**src/hdl/lkpc_ram.sv**
```systemverilog
module lkpc_ram #(
	parameter int WIDTH = 8,
	parameter int DEPTH = 64
) (
	input  logic                                          clk,
	input  logic                                          we,
	input  logic [((DEPTH > 1) ? $clog2(DEPTH) : 1)-1:0] waddr,
	input  logic [WIDTH-1:0]                              wdata,
	input  logic [((DEPTH > 1) ? $clog2(DEPTH) : 1)-1:0] raddr,
	output logic [WIDTH-1:0]                              rdata
);
	logic [WIDTH-1:0] mem_q [DEPTH];
	logic [WIDTH-1:0] rdata_q;

	always_ff @(posedge clk) begin
		if (we) begin
			mem_q[waddr] <= wdata;
		end
		rdata_q <= mem_q[raddr];
	end

	assign rdata = rdata_q;
endmodule

```
**config.mk**
```make
export PLATFORM = sky130hd
export DESIGN_NAME = lkpc_ram
export DESIGN_NICKNAME = d
export VERILOG_FILES = /design/src/hdl/lkpc_ram.sv
export SDC_FILE = /design/constraint.sdc
export NUM_CORES = 1
export LEC_CHECK = 0
export ABC_CLOCK_PERIOD_IN_PS = 4790
export BUFFER_PORTS_ARGS = -buffer_cell sky130_fd_sc_hd__buf_2
export CORE_UTILIZATION = 50
export CTS_CLUSTER_SIZE = 28
export DETAILED_ROUTE_END_ITERATION = 8
export GPL_TIMING_DRIVEN = 0
export PLACE_DENSITY = 0.66
export RECOVER_POWER = 100
export SETUP_SLACK_MARGIN = 0.2
export SLEW_MARGIN = 20
export SYNTH_ARGS = -nofsm -noshare
export SYNTH_HDL_FRONTEND = slang
export SYNTH_SLANG_ARGS = --single-unit
```
**constraint.sdc**
```tcl
create_clock -name clk -period 4.79 [get_ports clk]
set_input_delay 1.1975 -clock clk [delete_from_list [all_inputs] [get_ports clk]]
set_output_delay 1.1975 -clock clk [all_outputs]
set_load 0.03 [all_outputs]
```
* Word level (Yosys, flattened, before mapping)
Memories as Yosys holds them, arrays and structs flattened. A register that Yosys moved wholly into a read port is not among the register bits. Cells that the tools add are included.
Word-level totals: word-level logic and storage cells 3, bits in writable memories 512, flip-flop bits (word level) 0, memories 1
Cells by class: mux-type cells 2
Memories:
- mem_q | depth 64, width 8, read ports 1, clocked after memory_dff 1, write ports 1, RTL line 12 | logic [WIDTH-1:0] mem_q [DEPTH];
Operator list (number):
- $mux 1 | 2

* Depth between registers and ports, before layout
Gate-level depths: netlist of the first run.
depth in word-level cells 2, mapped depth 9

* Least setup slack after synthesis of the first run
Ideal clock, no wire load.
kind input-to-reg, start in raddr[1] (netlist name), end reg rdata_q[3] (netlist: rdata[3]) (read register of mem_q), setup slack 1.925 ns, arrival 2.737 ns, buffers on the path 3, cell stages on the path 7, setup time 0.128 ns, cell sequence buf_4 buf_2 buf_2 mux4_2 mux4_2 o21ai_1 o41ai_1
RTL lines:
- from (decl) | RTL line 9 | input logic [((DEPTH > 1) ? $clog2(DEPTH) : 1)-1:0] raddr,
- to (decl) | RTL line 13 | logic [WIDTH-1:0] rdata_q;

==> metrics.cfg, run 1 <==
[run]
maxCapViolCount=8

[synth]
synth_area_per_cell_um2=21.5
postSynthNetCount=962
synth_top_cell_by_area=edfxtp_1
ys_top_cells_by_count=edfxtp_1 (512), mux4_2 (126), nor2_1 (83)
async_reset_ff_frac=0
yosysMostFrequentCell=edfxtp_1
ys_types=40
yosysSeqAreaShare=0.770
synth.top_cell.area_share=0.762
synth_edf_count=512
synthTopCellsByArea=edfxtp_1 (76%), mux4_2 (14%), nor2_1 (1.5%), mux2i_1 (1.1%), dfxtp_1 (0.79%)
ys.flop_type=edfxtp_1
ys_ff_latch=520
syn_area_um2=20200
yosys_warnings=0
syn_inst=940

[final_layout]
multi_input_area_um2=4320
register_area_um2=15500
post-route-util=0.568
fin_nets=1036
drive_gt1_frac=0.237
layout.cells.non_filler=1577
syn_to_final_growth_pct=11.9
nFillCells=2938

[power]
p_per_area_nw_per_um2=423
p_leak_nw=6.96
power_mw=9.54
ir_drop_v=0.000235

[setup_path]
max_stage_delay_ns=0.91
worst-endpoint-arrival_ns=4.45
path_max_fanout=10
worst-endpoint-required_ns=5.21
reg2reg_from=mem_q[28][6]$_DFFE_PP_
worstSetupStartpoint=raddr[2]
path_buf_inv=4
cp_common_cell=clkbuf_1
cp_slowest_cell=clkbuf_1
path_class=in2reg
crit_path_cell_trace=clkbuf_1 > buf_4 > clkbuf_1 > clkbuf_1 > mux4_2 > o21ai_0 > nand2_1
start_kind=input pin
endpoint_kind=flop
crit_family=buffers and inverters

[drt]
post_drt_wl_per_cell_um=30.1
num_vias=9784
drtPass1Iterations=5
detail-route-antenna-nets=0
wl_um=47400
drt_iter0_markers=1205
drt-vias-per-instance=6.20
drc_errors=0

[worst_hold_path]
hold_path_startpoint=mem_q[4][7]$_DFFE_PP_
hold_path_class=reg2reg

[timing]
fin_setup_tns_ns=0
min_period_over_period=0.843
tightest_slew_ns=3.06
rsz0062_at_grt=no
final.setup_skew_ns=0.00776
slew_headroom=-1.04
hold_viol=0
fin_crit_ns=4.04
finalSetupViolCount=0
maxSlewViolCount=492
max_freq_ghz=0.248

[die]
rows=73
start_util=0.508
coreArea_um2=39700
io_pins=30
fp.dieW_um=203
dieArea_um2=41100
die_height_um=203

[global_routing]
grt_max_degree=65
grt_pass1_wl_um=67900
track_usage=0.236
grt_overflow=0
grt_pass1_vias=9728
antenna_found_initial=2

[status]
violations=capacitance limit, slew limit
status=finished with violations

[placement]
dp.cells=1487
dp_hpwl_um=30100
port_buffers=21
place.gp.congestion=0.910

[clock_tree]
post_cts_buffers=0
cts_buffer_depth=3
cts_resized=0
tritoncts=yes
clkLatencyLatePin_ns=0.57
clock-sinks=520
cts.clk_slew.worst_paths_ns=0.06
ctsHoldBuffers=0
cts.root.buffer_cell=clkbuf_16
cts_buffers=50
htreeDepth=2

==> worst paths after layout <==
| check | end | slack (ns) | depth (start not counted) |
|---|---|---|---|
| worst max-delay path | rdata[7]$_DFF_P_ | 0.75 | 7 |
| worst min-delay path | rdata[7]$_DFF_P_ | 0.96 | 4 |
| worst max register to register | rdata[6]$_DFF_P_ | 2.70 | 5 |
| worst min register to register | rdata[7]$_DFF_P_ | 0.96 | 4 |
==> registers in the layout, summed over array words and instances (netlist names) <==
name and count:
mem_q 512, rdata 8
==> kinds of logic after synthesis <==
| logic type | after synthesis | synth area share |
|---|---|---|
| simple gates | 153 | 0.0339 |
| compound gates | 54 | 0.0207 |
| mux | 162 | 0.159 |
| flops | 520 | 0.770 |
| buf+inv | 51 | 0.0157 |
==> per-layer routing <==
| metal | wire [um] | vias to the layer above | global-route usage |
|---|---|---|---|
| met1 | 19900 | 5133 | 0.341 |
| met5 | 11 | - | 0 |
| li1 | - | 4072 | - |
| met3 | 4000 | 106 | 0.0512 |
| met4 | 1720 | 2 | 0.0881 |
| met2 | 21800 | 471 | 0.358 |
==> worst register-to-register path: cells and delay by family, from the launching register on <==
kind / cells / cell delay (ns)
and+or+nand+nor: 1 / 0.28
muxes: 2 / 0.76
DFF: 1 / 0.36
AOI/OAI and AO/OA: 2 / 0.51
==> layout make-up <==
cell class	instances	share of cell area
plain buffers	51	0.0139
clock buffers	57	0.0580
well taps	525	0.0291
diodes	1	0.000111
flip-flops and latches	520	0.689
clock inverters	32	0.0151
multi-input cells	369	0.191
repair buffers	22	0.00388
==> placed cells by master, fill, tap and decap left out, types with 4 or more instances in the layout <==
cell type,netlist,final
nand3_1,13,13
nand2b_1,7,7
buf_2,11,12
edfxtp_1,512,512
clkinv_1,0,7
buf_4,13,13
clkinv_2,0,13
nor2_1,83,83
o221ai_1,8,8
a221oi_1,6,6
mux4_2,126,126
clkinvlp_4,0,4
o22ai_1,8,8
nor3_1,7,7
a211oi_1,4,4
clkbuf_16,0,51
mux2_2,13,13
buf_6,4,4
mux2i_1,23,23
bufinv_16,0,7
clkbuf_1,17,44
dfxtp_1,8,8
nor2b_1,14,14
nand2_1,19,19
==> metrics by stage <==
step	area (um^2)	hold slack, ns	worst slack [ns]
2_1_floorplan	20200	0.718	1.92
3_3_place_gp	20900	0.922	0.794
3_5_place_dp	21000	0.940	0.802
4_1_cts	22600	0.956	1.35
5_1_grt	22600	0.993	0.785
6_report	22600	0.963	0.753
==> report_power, final <==
group / switching, mW / total [mW] / internal, mW
sequential: 0.00893 / 5.05 / 5.05
clock: 1.65 / 3.98 / 2.33
combinational: 0.337 / 0.510 / 0.173
Note: power is estimated with default switching activity, not from simulation.
==> run 2: changes to the inputs <==
- ABC_CLOCK_PERIOD_IN_PS: 4790 -> 3810
- clock period: 4.79 -> 3.81 ns (I/O delays scaled with it)
==> run 2 against run 1 <==
  * The run still ends with capacitance limit, slew limit left
  * Die area did not move
  * Register-to-register slack got worse by 0.98 ns
  * Non-clock buffer count did not move
  * First-iteration DRC count rose by 0.91%
  * Global-route usage did not move
  * Hold slack got worse by 0.17 ns
  * Combinational power rose by 26%
==> metrics.cfg, run 2 (synthesis results as in run 1) <==
[run]
maxCapViolCount=8  ; unchanged

[setup_path]
endpoint_kind=flop  ; unchanged
worst-endpoint-required_ns=4.27  ; was 5.21 ns
reg2reg_slack_ns=1.72  ; was 2.70 ns
cp_slowest_cell=clkbuf_1  ; unchanged
worst-endpoint-arrival_ns=3.95  ; was 4.45 ns
start_kind=input pin  ; unchanged
crit_path_cell_trace=clkbuf_1 > clkbuf_1 > clkbuf_1 > clkbuf_1 > nand3_1 > o2111ai_1 > nand2_1 > o2bb2ai_1  ; was clkbuf_1 > buf_4 > clkbuf_1 > clkbuf_1 > mux4_2 > o21ai_0 > nand2_1
rr_worst_depth=5  ; unchanged
timing.rr.end=rdata[6]$_DFF_P_  ; unchanged
reg2reg_from=mem_q[28][6]$_DFFE_PP_  ; unchanged
path_max_fanout=10  ; unchanged
path_class=in2reg  ; unchanged
max_stage_delay_ns=0.78  ; was 0.91 ns
cp_common_cell=clkbuf_1  ; unchanged

[worst_hold_path]
hold_path_class=in2reg  ; was reg2reg
hold_path_startpoint=raddr[5]  ; was mem_q[4][7]$_DFFE_PP_
holdPathStages=2  ; was 4
hold_path_end=rdata[5]$_DFF_P_  ; was rdata[7]$_DFF_P_

[global_routing]
antenna_found_initial=2  ; unchanged
grt_overflow=0  ; unchanged
grt_pass1_vias=9728  ; unchanged
grt_pass1_wl_um=67900  ; unchanged
grt_max_degree=65  ; unchanged
track_usage=0.236  ; unchanged

[drt]
wl_um=47500  ; was 47400 um
drtPass1Iterations=5  ; unchanged
drt-vias-per-instance=6.20  ; about the same
drc_errors=0  ; unchanged
drt_iter0_markers=1216  ; was 1205
detail-route-antenna-nets=0  ; unchanged
num_vias=9776  ; was 9784
post_drt_wl_per_cell_um=30.1  ; about the same

[final_layout]
final_cell_mix=edfxtp_1 (512), mux4_2 (126), nor2_1 (83)  ; unchanged
syn_to_final_growth_pct=11.9  ; about the same
largest_register=mem_q  ; unchanged
fin_nets=1036  ; unchanged
drive_gt1_frac=0.238  ; was 0.237
largest_reg_flops=512  ; unchanged
multi_input_area_um2=4320  ; unchanged
layout_commonest_cell=edfxtp_1  ; unchanged
register_area_um2=15500  ; unchanged
nFillCells=2938  ; unchanged

[die]
coreArea_um2=39700  ; unchanged
start_util=0.508  ; unchanged
die_height_um=203  ; unchanged
dieArea_um2=41100  ; unchanged
io_pins=30  ; unchanged
fp.dieW_um=203  ; unchanged
rows=73  ; unchanged

[timing]
final.setup_skew_ns=0.00876  ; was 0.00776 ns
max_freq_ghz=0.286
fin_crit_ns=3.49
slew_headroom=-1.03  ; was -1.04
tightest_slew_ns=3.05  ; was 3.06 ns
finalSetupViolCount=0  ; unchanged
rsz0062_at_grt=no  ; unchanged
hold_viol=0  ; unchanged
min_period_over_period=0.917
maxSlewViolCount=492  ; unchanged
fin_setup_tns_ns=0  ; unchanged

[power]
ir_drop_v=0.000297  ; was 0.000235 V
p_leak_nw=6.96  ; about the same
p_per_area_nw_per_um2=532  ; was 423 nW/um^2
power_mw=12.0  ; was 9.54 mW

[placement]
port_buffers=21  ; unchanged
dp_hpwl_um=30100  ; unchanged
place.gp.congestion=0.910  ; unchanged

[clock_tree]
clock-sinks=520  ; unchanged
cts_buffer_depth=3  ; unchanged
cts.clk_slew.worst_paths_ns=0.06  ; about the same
tritoncts=yes  ; unchanged
ctsHoldBuffers=0  ; unchanged
cts_buffers=50  ; unchanged
cts.root.buffer_cell=clkbuf_16  ; unchanged
cts_resized=0  ; unchanged
clkLatencyLatePin_ns=0.58  ; was 0.57 ns
post_cts_buffers=0  ; unchanged
htreeDepth=2  ; unchanged

[status]
violations=capacitance limit, slew limit  ; unchanged
status=finished with violations  ; unchanged

run 2: cell count changes in the layout (fill, tap and decap cells not counted):
| cell | previous run | this run |
|---|---|---|
| buf_1 | 3 | 2 |
| buf_2 | 12 | 11 |
| clkbuf_2 | 0 | 2 |
| o311ai_0 | 0 | 1 |
| o311ai_1 | 1 | 0 |
run 2: metrics by stage:
step	instance area, um^2	util	cells	setup WS (ns)	hold slack, ns
after global placement	20900	0.527	1486	0.0586	0.922
after global routing	22600	0.568	1577	0.273	0.778
after CTS	22600	0.569	1576	0.618	0.777
after floorplan	20200	-	940	1.19	0.718
after detailed placement	21000	0.528	1487	0.0668	0.940
final	22600	0.568	1577	0.318	0.792
run 2: final cells by class:
type,instances,share of cell area
Buffer,51,0.0139
Antenna cell,1,0.000111
Tap cell,525,0.0291
Timing Repair Buffer,22,0.00388
Clock inverter,32,0.0151
Multi-Input combinational cell,369,0.191
Clock buffer,57,0.0580
Sequential cell,520,0.689
run 2: power by group:
| part | switching [mW] | internal [mW] | total (mW) |
|---|---|---|---|
| clock network | 2.08 | 2.93 | 5.01 |
| logic | 0.423 | 0.218 | 0.641 |
| registers | 0.0112 | 6.34 | 6.35 |
run 2: how the worst max path moves through the flow:
| stage | startpoint | cells past startpoint | slack, ns | end |
|---|---|---|---|---|
| finish | raddr[2] | 8 | 0.32 | rdata[0]$_DFF_P_ |
| global route | raddr[2] | 8 | 0.27 | rdata[0]$_DFF_P_ |
| CTS | raddr[2] | 7 | 0.62 | rdata[7]$_DFF_P_ |
| detailed placement | raddr[2] | 7 | 0.07 | rdata[7]$_DFF_P_ |
| global placement | raddr[2] | 7 | 0.06 | rdata[7]$_DFF_P_ |
| floorplan | raddr[1] | 7 | 1.19 | rdata[3]$_DFF_P_ |
run 2: worst max-delay path: cells and delay by family:
kind	cells	cell delay, ns
compound gates	2	0.47
simple gates	2	0.23
buf+inv	4	2.29
run 2: per-layer routing:
layer	global-route usage	up-vias	wire, um
met5	0	-	11
met4	0.0881	2	1680
li1	-	4076	-
met3	0.0512	100	4170
met1	0.341	5117	19700
met2	0.358	481	21900
