==> src/hdl/lkpc_pkg.sv <==
package lkpc_pkg;

	localparam int ENTRIES = 64;
	localparam int KEY_BITS = 58;
	localparam int STAMP_W = 64;
	localparam int CTR_W = 32;
	localparam int IDX_W = (ENTRIES > 1) ? $clog2(ENTRIES) : 1;
	localparam int CNT_W = $clog2(ENTRIES + 1);
	localparam int CAP_W = 7;
	localparam int LIM_W = (CNT_W > CAP_W) ? CNT_W : CAP_W;
	localparam int SLOT_W = 6;
	localparam int OCC_W = 7;
	localparam int STAT_W = 3;
	localparam int CFG_IDX_W = 1;
	localparam int CFG_DATA_W = CAP_W;
	localparam logic [CAP_W-1:0] CAP_RESET = CAP_W'(16);

	typedef enum logic [STAT_W-1:0] {
		STAT_HIT      = 3'd0,
		STAT_INSERTED = 3'd1,
		STAT_EVICTED  = 3'd2,
		STAT_REFUSED  = 3'd3,
		STAT_AVAIL    = 3'd4,
		STAT_UNAVAIL  = 3'd5
	} status_t;

	typedef enum logic {
		FN_USE   = 1'b0,
		FN_QUERY = 1'b1
	} func_t;

	typedef enum logic [CFG_IDX_W-1:0] {
		CFG_CAPACITY = 1'b0,
		CFG_EVICT    = 1'b1
	} cfg_reg_t;

	typedef enum logic [1:0] {
		S_IDLE,
		S_SCAN,
		S_DECIDE
	} state_t;

	typedef struct packed {
		logic             clear;
		logic             step;
		logic [IDX_W-1:0] idx;
		logic             live;
	} scan_ctl_t;

	typedef struct packed {
		logic                hit;
		logic [IDX_W-1:0]    hit_idx;
		logic                old_found;
		logic [IDX_W-1:0]    old_idx;
		logic [KEY_BITS-1:0] old_key;
		logic                free_found;
		logic [IDX_W-1:0]    free_idx;
	} scan_res_t;

	// clamp the programmed limit into 1 .. ENTRIES
	function automatic logic [LIM_W-1:0] eff_limit(input logic [CAP_W-1:0] cap);
		logic [LIM_W-1:0] lim;
		lim = LIM_W'(cap);
		if (cap == '0) begin
			lim = LIM_W'(1);
		end else if (LIM_W'(cap) > LIM_W'(ENTRIES)) begin
			lim = LIM_W'(ENTRIES);
		end
		return lim;
	endfunction

endpackage

==> src/hdl/lkpc_scan.sv <==
module lkpc_scan import lkpc_pkg::*; (
	input  logic                clk,
	input  logic                arst_n,
	input  scan_ctl_t           ctl,
	input  logic [KEY_BITS-1:0] probe_key,
	input  logic [KEY_BITS-1:0] entry_key,
	input  logic [STAMP_W-1:0]  entry_stamp,
	output scan_res_t           res
);
	logic                hit_q;
	logic [IDX_W-1:0]    hit_idx_q;
	logic                old_found_q;
	logic [IDX_W-1:0]    old_idx_q;
	logic [KEY_BITS-1:0] old_key_q;
	logic [STAMP_W-1:0]  old_stamp_q;
	logic                free_found_q;
	logic [IDX_W-1:0]    free_idx_q;

	logic match;
	logic older;
	logic take_hit;
	logic take_free;

	// strict compare keeps the lowest index on a stamp tie
	assign match = ctl.live && (entry_key == probe_key);
	assign older = ctl.live && (!old_found_q || (entry_stamp < old_stamp_q));
	assign take_hit = ctl.step && match && !hit_q;
	assign take_free = ctl.step && !ctl.live && !free_found_q;

	always_ff @(posedge clk or negedge arst_n) begin
		if (!arst_n) begin
			hit_q <= 1'b0;
			old_found_q <= 1'b0;
			free_found_q <= 1'b0;
		end else if (ctl.clear) begin
			hit_q <= 1'b0;
			old_found_q <= 1'b0;
			free_found_q <= 1'b0;
		end else begin
			if (take_hit) begin
				hit_q <= 1'b1;
			end
			if (ctl.step && older) begin
				old_found_q <= 1'b1;
			end
			if (take_free) begin
				free_found_q <= 1'b1;
			end
		end
	end

	always_ff @(posedge clk) begin
		if (take_hit) begin
			hit_idx_q <= ctl.idx;
		end
		if (ctl.step && older) begin
			old_idx_q <= ctl.idx;
			old_key_q <= entry_key;
			old_stamp_q <= entry_stamp;
		end
		if (take_free) begin
			free_idx_q <= ctl.idx;
		end
	end

	always_comb begin
		res.hit = hit_q;
		res.hit_idx = hit_idx_q;
		res.old_found = old_found_q;
		res.old_idx = old_idx_q;
		res.old_key = old_key_q;
		res.free_found = free_found_q;
		res.free_idx = free_idx_q;
	end
endmodule
==> config.mk <==
export PLATFORM = sky130hd
export DESIGN_NAME = lkpc_scan
export DESIGN_NICKNAME = d
export VERILOG_FILES = /design/src/hdl/lkpc_pkg.sv /design/src/hdl/lkpc_scan.sv
export SDC_FILE = /design/constraint.sdc
export NUM_CORES = 1
export LEC_CHECK = 0
export BUFFER_PORTS_ARGS = -buffer_cell sky130_fd_sc_hd__buf_4
export CORE_UTILIZATION = 39
export CTS_CLUSTER_SIZE = 16
export DETAILED_ROUTE_END_ITERATION = 12
export PLACE_DENSITY = 0.77
export SLEW_MARGIN = 25
export SYNTH_ARGS = -nofsm -noshare
export SYNTH_HDL_FRONTEND = slang
export SYNTH_SLANG_ARGS = --single-unit
==> constraint.sdc <==
create_clock -name clk -period 15.6 [get_ports clk]
set_input_delay 1.56 -clock clk [delete_from_list [all_inputs] [get_ports clk]]
set_output_delay 1.56 -clock clk [all_outputs]
set_load 0.1 [all_outputs]
* Yosys cells after proc, flatten, opt, wreduce, memory -nomap -nowiden
Index checks and enable logic that the tools add are counted.
** Word-level totals
- Word-level logic and storage cells :: 31
- Output and inout port bits :: 79
- Register bits :: 143
- Bits of input ports :: 191
- Bits in latches :: 0
- Memories kept :: 0
- Bits in read-only memories :: 0
- RAM bits :: 0
** Cells by class
- Multipliers :: 0
- Add/sub/neg operators :: 0
- Reduce and logical (&&, ||, !) cells :: 15
- Divide/modulo/power cells :: 0
- Bitwise logic cells :: 0
- Equality and inequality tests :: 1
- Shift-type cells :: 0
- Multiplexer cells :: 6
- Magnitude comparators :: 1
** Operators by type and width (number)
- less-than comparator 64 bit :: 1
- == test 58 bit :: 1
- logical AND 1 bit :: 7
- 2-to-1 mux 1 bit :: 6
- nonzero test 2 bit :: 3
- logical NOT 1 bit :: 4
- logical OR 1 bit :: 1

* Depth between registers and ports, before layout
Gate-level depths: netlist of the first run.
- Word-level depth :: 6
- Depth in mapped cells :: 8
- Mapped depth without buffers :: 8

* Worst setup path after synthesis of the first run
Ideal clock, no wire load.
- Path kind :: input to register
- Start point :: in entry_stamp[25]
- End point :: reg old_idx_q[0] (enable)
- Stages :: 7
- Buffers on the path :: 0
- Library setup time :: 0.498 ns
- Path slack :: 9.411 ns
- Arrival :: 5.692 ns
- Data required time :: 15.102 ns
- Cells stage by stage :: ha_1 a21o_1 a221o_1 a221oi_1 o21ai_1 a21oi_1 o21a_1
** On the way
- Word-level cells in the longest chain between the ends :: 4
** Ends and longest elaborated chain
- start, declared :: line lkpc_scan.sv:7 : input logic [STAMP_W-1:0] entry_stamp,
- less-than comparator 64 bit :: line lkpc_scan.sv:26 : assign older = ctl.live && (!old_found_q || (entry_stamp < old_stamp_q));
- logical OR 1 bit :: line lkpc_scan.sv:26
- logical AND 1 bit :: line lkpc_scan.sv:26
- logical AND 1 bit :: line lkpc_scan.sv:56 : if (ctl.step && older) begin
- end signal, assigned :: line lkpc_scan.sv:57 : old_idx_q <= ctl.idx;
- end, declared :: line lkpc_scan.sv:13 : logic [IDX_W-1:0] old_idx_q;
No other way between the ends.
A chain may end at the register's enable or synchronous reset.

* Worst setup path in the final report of the first run
- Start point :: in entry_stamp[14]
- End point :: reg old_stamp_q[11] (enable)
** On the way
- Word-level cells in the longest chain between the ends :: 4
** Ends and longest elaborated chain
- less-than comparator 64 bit :: line lkpc_scan.sv:26
- logical OR 1 bit :: line lkpc_scan.sv:26
- logical AND 1 bit :: line lkpc_scan.sv:26
- logical AND 1 bit :: line lkpc_scan.sv:56
- end signal, assigned :: line lkpc_scan.sv:59 : old_stamp_q <= entry_stamp;
- end, declared :: line lkpc_scan.sv:15 : logic [STAMP_W-1:0] old_stamp_q;
No other way between the ends.

==> metrics.csv, run 1 <==
stage;metric;value;unit
global_routing;initial antenna violation count;0;
clock_tree;Max Buffers Root-to-Sink;2;
clock_tree;Reg clk slew, reported paths;0.07;ns
pwr;Leakage;4.23;nW
timing;Max transition margin;33.6;%
placed_design;I/O Buffers;269;
global_routing;met3 usage in global routing;4.69;%
timing;FMAX;0.212;GHz
critical_path;WP data required;15.64;ns
timing;Setup Skew;0.0114;ns
global_routing;first-pass GRT wire length;25000;µm
global_routing;largest net degree at the start of global routing;77;
floorplanning;Die Y;132;µm
floorplanning;Die Area;17400;µm²
min_path;HP Class;flop to flop;
global_routing;GRT met2 Usage;32.7;%
clock_tree;CTS tree;yes;
pwr;Sw Ratio;31.4;%
cells_and_area;layout cells sized above 1;40.0;%
detailed_routing;DRT Wirelength;16200;µm
detailed_routing;number of remaining DRC errors;0;
yosys;Post-Syn Area per Cell;14.2;µm²
pwr;NetSw;338;µW
clock_tree;H-tree depth;4;
timing;Worst Tran Pin Value;0.997;ns
pwr;worst vdd ir;0.0000733;V
placed_design;Detailed Place HPWL;13000;µm
pwr;Flop pwr share;42.8;%
yosys;sequential fraction of the synthesis area;64.9;%
timing;fin crit share;30.3;%
clock_tree;clk_lat worst skew;0.42;ns
yosys;Post-Synthesis Cell Area;6600;µm²
timing;Fin. Hold Viols;0;
critical_path;Worst setup EP type;flop;
floorplanning;I/O pin cnt;270;
clock_tree;post-CTS setup buffer count;0;
global_routing;M1 GR Usage;23.1;%
critical_path;CP Max Fanout;76;
global_routing;via count of the first global-routing pass;4750;
timing;RSZ-0062 raised after global routing;false;
cells_and_area;ANT cells;0;
pwr;Comb pwr share;21.4;%
timing;setup TNS;0;ns
pwr;clock network fraction of total power;35.8;%
detailed_routing;antenna-violating nets left;0;
cells_and_area;final net count;1004;
detailed_routing;routed len/inst;16.5;µm
global_routing;GRT Residual Overflow;0;
pwr;Tot Pwr;1.08;mW
pwr;P per Cell Area;114;nW/µm²
critical_path;CP startpoint kind;input port;
timing;PnR worst setup slack;10.88;ns
yosys;YS warnings;0;
detailed_routing;TritonRoute pass-1 iters;7;
yosys;Synth cell types;35;
pwr;internal power;739;µW
yosys;#FFs+latches synth;143;
clock_tree;CTS Sinks;143;
global_routing;Most Crowded Layer GR;met2;
yosys;Syn Inst Count;464;
placed_design;pre-CTS setup slack;10.32;ns
placed_design;GP Congestion;0.818;
detailed_routing;via count;4648;
cells_and_area;final std cells w/o fill;983;
floorplanning;FP Rows;47;
cells_and_area;P&R area growth vs syn;43.3;%
timing;max-slew violation total from the final report;0;
clock_tree;CTS buffer count;17;
clock_tree;Post-CTS Hold Buffers;0;
detailed_routing;starting DRC count in detailed routing;199;
job;Max-Cap Viols;0;
timing;final setup vio count;0;
floorplanning;Starting Density;39.9;%
clock_tree;cts repair resizes;0;
floorplanning;die width;132;µm
global_routing;total track usage;19.4;%
placed_design;DP Cell Count;951;
outcome;status;complete, no violations;
detailed_routing;via density per instance;4.73;
timing;crit path time final;4.72;ns
critical_path;CP arrival;4.77;ns
floorplanning;core box area;16500;µm²
clock_tree;clock root buffer master;clkbuf_16;
critical_path;WS Path Type;input port to flop;
yosys;Net Count, Synth;718;
[layer usage]
| metal | vias to the layer above | wire length, µm | part of all wire, % |
|---|---|---|---|
| met5 | - | 0 | 0 |
| met1 | 2140 | 6670 | 41 |
| li1 | 2283 | - | - |
| met3 | 36 | 998 | 6.1 |
| met2 | 189 | 8010 | 49 |
| met4 | 0 | 566 | 3.5 |
[area by class of cell]
type                    count  area, µm²
repair buffers            270       2030
clock inverters            15        138
multi-input cells         244       2030
inverters                  74        278
well taps                 220        275
fillers                  1371       7070
flip-flops and latches    143       4280
clock buffers              17        425
[placed cells by master, fill, tap and decap left out, types with 8 or more instances in the layout]
cell type,instances
a21oi_1,22
buf_4,270
a21o_1,9
xnor2_1,23
nand2_1,14
clkbuf_16,17
nor2_1,8
inv_1,74
nor4_1,10
nand4_1,18
xor2_1,30
edfxtp_1,140
ha_1,63
[final timing paths]
path / startpoint / end / slack [ns] / cells after the start
max: entry_stamp[14] / old_stamp_q[11]$_DFFE_PP_ / 10.88 / 9
min: hit_q$_DFFE_PN0P_ / hit_q$_DFFE_PN0P_ / 0.54 / 2
min in group asynchronous: arst_n / hit_q$_DFFE_PN0P_ / 0.91 / 1
max reg2reg: old_stamp_q[14]$_DFFE_PP_ / old_stamp_q[11]$_DFFE_PP_ / 11.77 / 9
min reg2reg: hit_q$_DFFE_PN0P_ / hit_q$_DFFE_PN0P_ / 0.54 / 2
max in group asynchronous: arst_n / free_found_q$_DFFE_PN0P_ / 14.59 / 1
[cell usage after synthesis (all sizes together)]
master,number,area share [%]
edfxtp,140,64
inv,74,4.2
ha,63,12
xor2,30,4.0
xnor2,23,3.1
a21oi,22,1.7
nand4,18,1.7
nand2,14,0.80
nor4,10,0.95
a21o,9,1.0
nor2,8,0.46
nand3,7,0.53
o21ai,7,0.53
nor3,6,0.46
a221oi,5,0.76
and4,3,0.40
buf,3,0.34
dfrtp,3,1.1
o21a,3,0.34
a31oi,2,0.19
o221ai,2,0.27
a211o,1,0.13
a221o,1,0.15
a22o,1,0.13
a311oi,1,0.13
and2,1,0.095
nor3b,1,0.11
o2111ai,1,0.13
o211a,1,0.15
o211ai,1,0.11
o22ai,1,0.095
or3,1,0.095
or4b,1,0.15
[power groups by stage]
stage                     Clock (mW)  Combinational (mW)  Sequential, mW
after global placement             0               0.230           0.468
after floorplan                    0              0.0576           0.561
after global routing           0.408               0.246           0.464
after CTS                      0.395               0.233           0.462
after detailed placement           0               0.232           0.469
final                          0.386               0.231           0.461
[critical path: stages]
cell and delay (ns):
buf_4 0.11, ha_1 0.32, nand4_1 0.16, or3_1 0.15, a221oi_2 0.04, or4b_1 0.51
a21oi_1 0.27, o21a_4 0.65, buf_4 0.89
[state kept, by name, indices dropped and copies added, names as in the netlist]
signal / flops
free_found_q: 1
free_idx_q: 6
hit_idx_q: 6
hit_q: 1
old_found_q: 1
old_idx_q: 6
old_key_q: 58
old_stamp_q: 64
[kinds of logic after synthesis]
kind of cell / count (synthesis) / share of synthesized area, %
buffers and inverters: 77 / 4.55
AO/OA/AOI/OAI: 58 / 5.82
adder cells (fa/ha/maj): 63 / 12.0
XOR/XNOR: 53 / 7.04
AND/OR/NAND/NOR: 70 / 5.75
flip-flops: 143 / 64.9
[through the flow]
step                instance area [µm²]  util, %  hold WS [ns]
CTS                                9450     57.2         0.540
detailed placement                 8890     53.8         0.530
global route                       9450     57.2         0.560
floorplan                          6600        -         0.486
finish                             9450     57.2         0.541
global placement                   8880     53.8         0.502
Power figures use the tool's default switching activity.
==> run 2: changes to the inputs <==
--- a/config.mk
+++ b/config.mk
@@ -9,7 +9,7 @@
 export CORE_UTILIZATION = 39
 export CTS_CLUSTER_SIZE = 16
 export DETAILED_ROUTE_END_ITERATION = 12
-export PLACE_DENSITY = 0.77
+export PLACE_DENSITY = 0.79
 export SLEW_MARGIN = 25
 export SYNTH_ARGS = -nofsm -noshare
 export SYNTH_HDL_FRONTEND = slang
==> constraint.sdc (replaced) <==
create_clock -name clk -period 3.89 [get_ports clk]
set_input_delay 0.389 -clock clk [delete_from_list [all_inputs] [get_ports clk]]
set_output_delay 0.389 -clock clk [all_outputs]
set_load 0.1 [all_outputs]
==> run 2 against run 1 <==
Net effect: sequential share of layout area fell by 0.64 points; global-route usage fell by 0.30 points; worst hold slack got worse by 0.40 ns; core utilization rose by 0.82 points; critical endpoint is now old_stamp_q[3]$_DFFE_PP_; worst setup slack got worse by 9.9 ns.
==> metrics.csv, run 2 (synthesis results as in run 1) <==
stage;metric;value;unit;change
clock_tree;H-tree depth;4;;unchanged
pwr;P per Cell Area;479;nW/µm²;+320%
placed_design;pre-CTS setup slack;0.740;ns;-9.58 ns
clock_tree;clock root buffer master;clkbuf_16;;
cells_and_area;ANT cells;0;;unchanged
critical_path;family with the most delay on the worst path;simple AND/OR/NAND/NOR gates;;
cells_and_area;max reg flops;64;;unchanged
critical_path;CP startpoint kind;flop;;
critical_path;CP arrival;3.05;ns;-1.72 ns
timing;fin crit share;76.0;%;
clock_tree;Reg clk slew, reported paths;0.06;ns;about the same
critical_path;WP data required;3.98;ns;-11.66 ns
cells_and_area;commonest non-fill, non-tap cell in the layout;buf_4;;
critical_path;WS Path Type;flop to flop;;
timing;Fin. Hold Viols;0;;unchanged
detailed_routing;antenna-violating nets left;0;;unchanged
timing;RSZ-0062 raised after global routing;false;;
floorplanning;core box area;16500;µm²;unchanged
placed_design;Detailed Place HPWL;13200;µm;+1.5%
detailed_routing;number of remaining DRC errors;0;;unchanged
global_routing;largest net degree at the start of global routing;57;;-26%
timing;Max transition margin;58.1;%;+25 points
placed_design;GP Congestion;0.840;;+2.6%
outcome;status;complete, no violations;;
timing;crit path time final;2.96;ns;
clock_tree;CTS tree;yes;;
cells_and_area;Largest Register;old_stamp_q;;
global_routing;total track usage;19.1;%;-0.30 points
floorplanning;Die Area;17400;µm²;unchanged
clock_tree;Max Buffers Root-to-Sink;2;;unchanged
pwr;worst vdd ir;0.000285;V;+290%
timing;final setup vio count;0;;unchanged
cells_and_area;area occupied by multi-input gates;2030;µm²;unchanged
global_routing;first-pass GRT wire length;24600;µm;-1.7%
clock_tree;clk_lat worst skew;0.42;ns;about the same
clock_tree;post-CTS setup buffer count;0;;unchanged
detailed_routing;starting DRC count in detailed routing;194;;-2.5%
critical_path;CP max stage cell;or4b_1;;
timing;FMAX;0.338;GHz;
detailed_routing;via count;4668;;+0.43%
cells_and_area;P&R area growth vs syn;45.3;%;
cells_and_area;most frequent cells in the layout;buf_4 (269), edfxtp_1 (140), inv_1 (74);;
timing;setup TNS;0;ns;unchanged
clock_tree;CTS buffer count;17;;unchanged
critical_path;Worst setup EP type;flop;;
detailed_routing;via density per instance;4.74;;+0.23%
clock_tree;CTS Sinks;143;;unchanged
placed_design;I/O Buffers;269;;unchanged
cells_and_area;final net count;1006;;+0.20%
timing;PnR worst setup slack;0.932;ns;-9.94 ns
global_routing;via count of the first global-routing pass;4655;;-2.0%
timing;max-slew violation total from the final report;0;;unchanged
min_path;HP Class;input port to flop;;
detailed_routing;DRT Wirelength;16200;µm;-0.25%
floorplanning;Die Y;132;µm;unchanged
critical_path;Critical path buffers and inverters;2;;unchanged
floorplanning;I/O pin cnt;270;;unchanged
timing;Worst Tran Pin Value;0.626;ns;-0.371 ns
critical_path;max incr delay on CP;0.53;ns;-0.36 ns
floorplanning;FP Rows;47;;unchanged
cells_and_area;register area;4280;µm²;unchanged
floorplanning;Starting Density;39.9;%;unchanged
cells_and_area;Filler Cells Inserted;1347;;-1.8%
detailed_routing;TritonRoute pass-1 iters;4;;-3
global_routing;initial antenna violation count;0;;unchanged
timing;Setup Skew;0.00761;ns;-0.00379 ns
cells_and_area;top flop regs;old_stamp_q: 64 flops, old_key_q: 58 flops;;
critical_path;critical-path cell list;inv_1, ha_1, nand4_1, or3_1, a221oi_2, or4b_1, a21oi_1, o21a_4, buf_12;;
pwr;Leakage;4.29;nW;+1.4%
critical_path;CP Max Fanout;53;;-30%
cells_and_area;layout cells sized above 1;39.9;%;-0.10 points
global_routing;GRT Residual Overflow;0;;unchanged
job;Max-Cap Viols;0;;unchanged
detailed_routing;routed len/inst;16.4;µm;-0.45%
floorplanning;die width;132;µm;unchanged
[run 2: cell types whose count changed in the layout (fill, tap and decap cells not counted), sizes merged]
cell	before	now
buf	270	271
clkinvlp	3	2
bufinv	0	5
dlygate4sd3	0	1
clkinv	2	3
inv	84	79
[run 2: through the flow]
stage / total power [mW] / cell area [µm²] / std cells / hold slack [ns] / util [%]
detailed placement: 2.82 / 8910 / 952 / 0.181 / 53.9
global route: 4.75 / 9590 / 985 / 0.129 / 58.0
finish: 4.59 / 9590 / 985 / 0.139 / 58.0
floorplan: 2.47 / 6600 / 464 / 0.0934 / -
global placement: 2.80 / 8910 / 952 / 0.179 / 53.9
CTS: 4.63 / 9580 / 985 / 0.122 / 58.0
[run 2: final timing paths]
check	startpoint	endpoint	slack, ns	cells past startpoint
worst max-delay path	old_stamp_q[14]$_DFFE_PP_	old_stamp_q[3]$_DFFE_PP_	0.93	9
worst min-delay path	ctl[8]	free_found_q$_DFFE_PN0P_	0.14	2
worst max register to register	old_stamp_q[14]$_DFFE_PP_	old_stamp_q[3]$_DFFE_PP_	0.93	9
worst min register to register	hit_q$_DFFE_PN0P_	hit_q$_DFFE_PN0P_	0.55	2
max in group asynchronous	arst_n	old_found_q$_DFFE_PN0P_	3.46	2
min in group asynchronous	arst_n	free_found_q$_DFFE_PN0P_	0.33	2
[run 2: per-layer routing]
| metal | routed length [µm] | vias up | track usage [%] | part of all wire, % |
|---|---|---|---|---|
| li1 | - | 2282 | - | - |
| met1 | 6300 | 2181 | 21.6 | 39 |
| met2 | 8570 | 184 | 34.3 | 53 |
| met3 | 996 | 21 | 4.61 | 6.1 |
| met4 | 339 | 0 | 7.82 | 2.1 |
| met5 | 0 | - | 0 | 0 |
[run 2: layout make-up]
| class | instances | area share (%) |
|---|---|---|
| clock inverter | 15 | 2.40 |
| clock buffer | 17 | 4.44 |
| sequential | 143 | 44.6 |
| multi-input combinational | 244 | 21.2 |
| tap | 220 | 2.87 |
| timing repair buffer | 272 | 21.6 |
| inverter | 74 | 2.90 |
[run 2: timing repair]
item	in CTS	in global routing
hold buffers	1	0
resized for setup	0	0
endpoints found under the setup margin	0	0
endpoints found under the hold margin	3	0
[run 2: worst reg2reg max path: stages, from the launching register on]
cell and delay (ns):
edfxtp_1 0.36, inv_1 0.07, ha_1 0.25, nand4_1 0.16, or3_1 0.15, a221oi_2 0.04
or4b_1 0.53, a21oi_1 0.30, o21a_4 0.41, buf_12 0.32
[run 2: where the power goes]
part	leakage, nW	internal, mW	switching [mW]
Clock	0.313	1.15	0.660
Sequential	1.37	1.82	0.0280
Combinational	2.61	0.305	0.628
==> run 3: changes to the inputs <==
--- a/config.mk
+++ b/config.mk
@@ -5,11 +5,12 @@
 export SDC_FILE = /design/constraint.sdc
 export NUM_CORES = 1
 export LEC_CHECK = 0
+export ABC_AREA = 1
 export BUFFER_PORTS_ARGS = -buffer_cell sky130_fd_sc_hd__buf_4
 export CORE_UTILIZATION = 39
 export CTS_CLUSTER_SIZE = 16
 export DETAILED_ROUTE_END_ITERATION = 12
-export PLACE_DENSITY = 0.79
+export PLACE_DENSITY = 0.76
 export SLEW_MARGIN = 25
 export SYNTH_ARGS = -nofsm -noshare
 export SYNTH_HDL_FRONTEND = slang
==> constraint.sdc (replaced) <==
create_clock -name clk -period 3 [get_ports clk]
set_input_delay 0.3 -clock clk [delete_from_list [all_inputs] [get_ports clk]]
set_output_delay 0.3 -clock clk [all_outputs]
set_load 0.1 [all_outputs]
==> run 3 against run 2 <==
Net effect: final area increased by 2.3%; synthesized cell count grew 29%; synthesized area rose by 3.5%.
==> metrics.csv, run 3 <==
stage;metric;value;unit;change
outcome;status;complete, no violations;;
floorplanning;die width;134;µm;+1.7%
cells_and_area;P&R area growth vs syn;43.7;%;
clock_tree;H-tree depth;4;;unchanged
timing;fin crit share;81.9;%;+5.9 points
pwr;Leakage;4.63;nW;+7.9%
critical_path;WS Path Type;flop to flop;;
timing;crit path time final;2.46;ns;-0.500 ns
pwr;P per Cell Area;559;nW/µm²;+17%
floorplanning;FP Rows;48;;+2.1%
critical_path;CP startpoint kind;flop;;
cells_and_area;ANT cells;0;;unchanged
global_routing;total track usage;19.4;%;+0.31 points
cells_and_area;Final Instance Area;9810;µm²;+2.3%
critical_path;critical-path cell list;inv_1, ha_1, a21oi_1, o21ai_0, nand2_1, nand3_1, a21oi_1, nand2_1, nand2_1, nand2_2, a21oi_4, buf_12;;
critical_path;Critical Path Start;old_stamp_q[19]$_DFFE_PP_;;
global_routing;first-pass GRT wire length;26400;µm;+7.1%
yosys;Synth cell types;23;;-34%
critical_path;r2r startpoint;old_stamp_q[19]$_DFFE_PP_;;
yosys;YS warnings;0;;unchanged
cells_and_area;layout cells sized above 1;34.5;%;-5.4 points
clock_tree;clk_lat worst skew;0.42;ns;about the same
floorplanning;core box area;17200;µm²;+3.9%
critical_path;most used cell, CP;nand2_1;;
global_routing;largest net degree at the start of global routing;58;;+1.8%
yosys;sequential fraction of the synthesis area;62.7;%;-2.2 points
placed_design;I/O Buffers;269;;unchanged
cells_and_area;fin util;57.1;%;-0.90 points
clock_tree;Max Buffers Root-to-Sink;2;;unchanged
detailed_routing;routed len/inst;14.9;µm;-9.2%
timing;max-slew violation total from the final report;0;;unchanged
yosys;Syn Inst Count;597;;+29%
yosys;#FFs+latches synth;143;;unchanged
clock_tree;CTS tree;yes;;
timing;Max transition margin;60.1;%;+2.0 points
min_path;HP Class;input port to flop;;
cells_and_area;Largest Register;old_stamp_q;;
timing;RSZ-0062 raised after global routing;false;;
floorplanning;Die Area;18000;µm²;+3.5%
critical_path;max incr delay on CP;0.36;ns;-0.17 ns
cells_and_area;most frequent cells in the layout;buf_4 (269), edfxtp_1 (140), inv_1 (122);;
detailed_routing;via count;5207;;+12%
cells_and_area;register area;4280;µm²;unchanged
detailed_routing;number of remaining DRC errors;0;;unchanged
global_routing;via count of the first global-routing pass;5380;;+16%
yosys;post-synth top area cell;edfxtp_1;;
yosys;Post-synth EDFFs;140;;unchanged
yosys;top post-synthesis cells by count;edfxtp_1 (140), inv_1 (122), nand2_1 (106), ha_1 (63), nor2_1 (38);;
global_routing;GRT Residual Overflow;0;;unchanged
placed_design;DP Area;9180;µm²;+3.0%
detailed_routing;antenna-violating nets left;0;;unchanged
timing;PnR worst setup slack;0.542;ns;-0.390 ns
critical_path;R2R depth;12;;+3
detailed_routing;starting DRC count in detailed routing;180;;-7.2%
detailed_routing;TritonRoute pass-1 iters;4;;unchanged
critical_path;Worst setup EP type;flop;;
timing;Worst Tran Pin Value;0.596;ns;-0.0298 ns
min_path;Hold Crit Start;ctl[8];;
cells_and_area;top flop regs;old_stamp_q: 64 flops, old_key_q: 58 flops;;
clock_tree;cts repair resizes;0;;unchanged
critical_path;R2R setup slack;0.54;ns;-0.39 ns
floorplanning;Die Y;134;µm;+1.7%
cells_and_area;max reg flops;64;;unchanged
detailed_routing;via density per instance;4.63;;-2.2%
yosys;post-synthesis async set-or-reset flop share;2.10;%;unchanged
min_path;WHS Path Cells;2;;unchanged
yosys;Post-Syn Area per Cell;11.4;µm²;-20%
critical_path;WP data required;3.08;ns;-0.90 ns
cells_and_area;commonest non-fill, non-tap cell in the layout;buf_4;;
job;Max-Cap Viols;0;;unchanged
placed_design;Detailed Place HPWL;13400;µm;+2.0%
timing;Fin Hold WS;0.0504;ns;-0.0883 ns
placed_design;GP Congestion;0.804;;-4.2%
yosys;Net Count, Synth;851;;+19%
yosys;ys flop type;edfxtp_1;;
clock_tree;CTS Sinks;143;;unchanged
critical_path;reg2reg end;old_stamp_q[27]$_DFFE_PP_;;
timing;final setup vio count;0;;unchanged
critical_path;CP Max Fanout;57;;+7.5%
yosys;Post-Synthesis Cell Area;6830;µm²;+3.5%
pwr;worst vdd ir;0.000371;V;+30%
yosys;Yosys top cell area share;61.6;%;-2.2 points
cells_and_area;Filler Cells Inserted;1474;;+9.4%
clock_tree;clock root buffer master;clkbuf_16;;
timing;Setup Skew;0.0126;ns;+0.00501 ns
cells_and_area;final net count;1140;;+13%
clock_tree;CTS buffer count;17;;unchanged
timing;FMAX;0.407;GHz;+20%
placed_design;pre-CTS setup slack;0.485;ns;-0.255 ns
min_path;hold path endpoint;hit_q$_DFFE_PN0P_;;
detailed_routing;DRT Wirelength;16800;µm;+3.6%
yosys;top-count cell post-synth;edfxtp_1;;
clock_tree;Reg clk slew, reported paths;0.06;ns;about the same
cells_and_area;area occupied by multi-input gates;2080;µm²;+2.6%
timing;Fin. Hold Viols;0;;unchanged
floorplanning;Starting Density;39.7;%;-0.17 points
floorplanning;I/O pin cnt;270;;unchanged
critical_path;CP arrival;2.54;ns;-0.51 ns
critical_path;CP max stage cell;edfxtp_1;;
yosys;synth top area cells;edfxtp_1 (62%), ha_1 (12%), inv_1 (6.7%), nand2_1 (5.8%), a21oi_1 (2.6%);;
global_routing;initial antenna violation count;0;;unchanged
-- run 3: per-stage QoR --
stage / total power, mW / instances / TNS (ns)
after global placement: 3.29 / 1091 / 0
after global routing: 5.67 / 1124 / 0
after detailed placement: 3.30 / 1091 / 0
after floorplan: 2.92 / 597 / -103.42
after CTS: 5.53 / 1124 / 0
final: 5.48 / 1124 / 0
-- run 3: per-layer routing --
| metal | wire length [µm] | up-vias | GRT usage (%) |
|---|---|---|---|
| met2 | 8680 | 200 | 34.1 |
| li1 | - | 2609 | - |
| met5 | 0 | - | 0 |
| met1 | 6640 | 2366 | 22.5 |
| met3 | 1050 | 32 | 4.69 |
| met4 | 418 | 0 | 8.30 |
-- run 3: critical path, delay by kind of cell (launching register included) --
kind,cells,cell delay (ns)
AOI/OAI and AO/OA,4,0.67
and+or+nand+nor,5,0.44
buffers and inverters,2,0.39
DFF,1,0.36
adders and majority gates,1,0.23
-- run 3: logic make-up (layout without fill, tap and decap cells) --
| family | count (synthesis) | count (layout) | share of synthesized area, % |
|---|---|---|---|
| AOI/OAI and AO/OA | 72 | 72 | 5.79 |
| xor gates and xnor gates | 16 | 16 | 2.05 |
| adders and majority gates | 63 | 63 | 11.5 |
| buffers and inverters | 125 | 427 | 7.04 |
| DFF | 143 | 143 | 62.7 |
| and+or+nand+nor | 178 | 178 | 10.9 |
-- run 3: worst max-delay path by stage --
stage                                           end  slack (ns)  cells past startpoint
final                     old_stamp_q[27]$_DFFE_PP_        0.54                     12
after global placement     old_stamp_q[3]$_DFFE_PP_        0.54                     12
after detailed placement   old_stamp_q[2]$_DFFE_PP_        0.49                     14
after global routing         old_idx_q[1]$_DFFE_PP_        0.31                     14
after CTS                    old_idx_q[2]$_DFFE_PP_        0.53                     12
after floorplan              old_idx_q[0]$_DFFE_PP_       -0.81                     13
-- run 3: what timing repair did --
action / CTS / global route
hold endpoints to repair: 3 / 0
hold buffers: 1 / 0
buffers inserted: 0 / 0
-- run 3: power by group --
group / total [mW] / leakage, nW / internal (mW) / switching [mW]
clock network: 2.22 / 0.302 / 1.40 / 0.824
registers: 2.32 / 1.35 / 2.30 / 0.0221
logic: 0.939 / 2.98 / 0.336 / 0.603
total: 5.48 / 4.63 / 4.03 / 1.45
-- run 3: layout make-up --
cell class                      count  share of cell area, %
Multi-Input combinational cell    329                   21.2
Sequential cell                   143                   43.6
Tap cell                          225                   2.87
Clock inverter                     13                   1.90
Clock buffer                       19                   4.41
Timing Repair Buffer              273                   21.3
Inverter                          122                   4.67
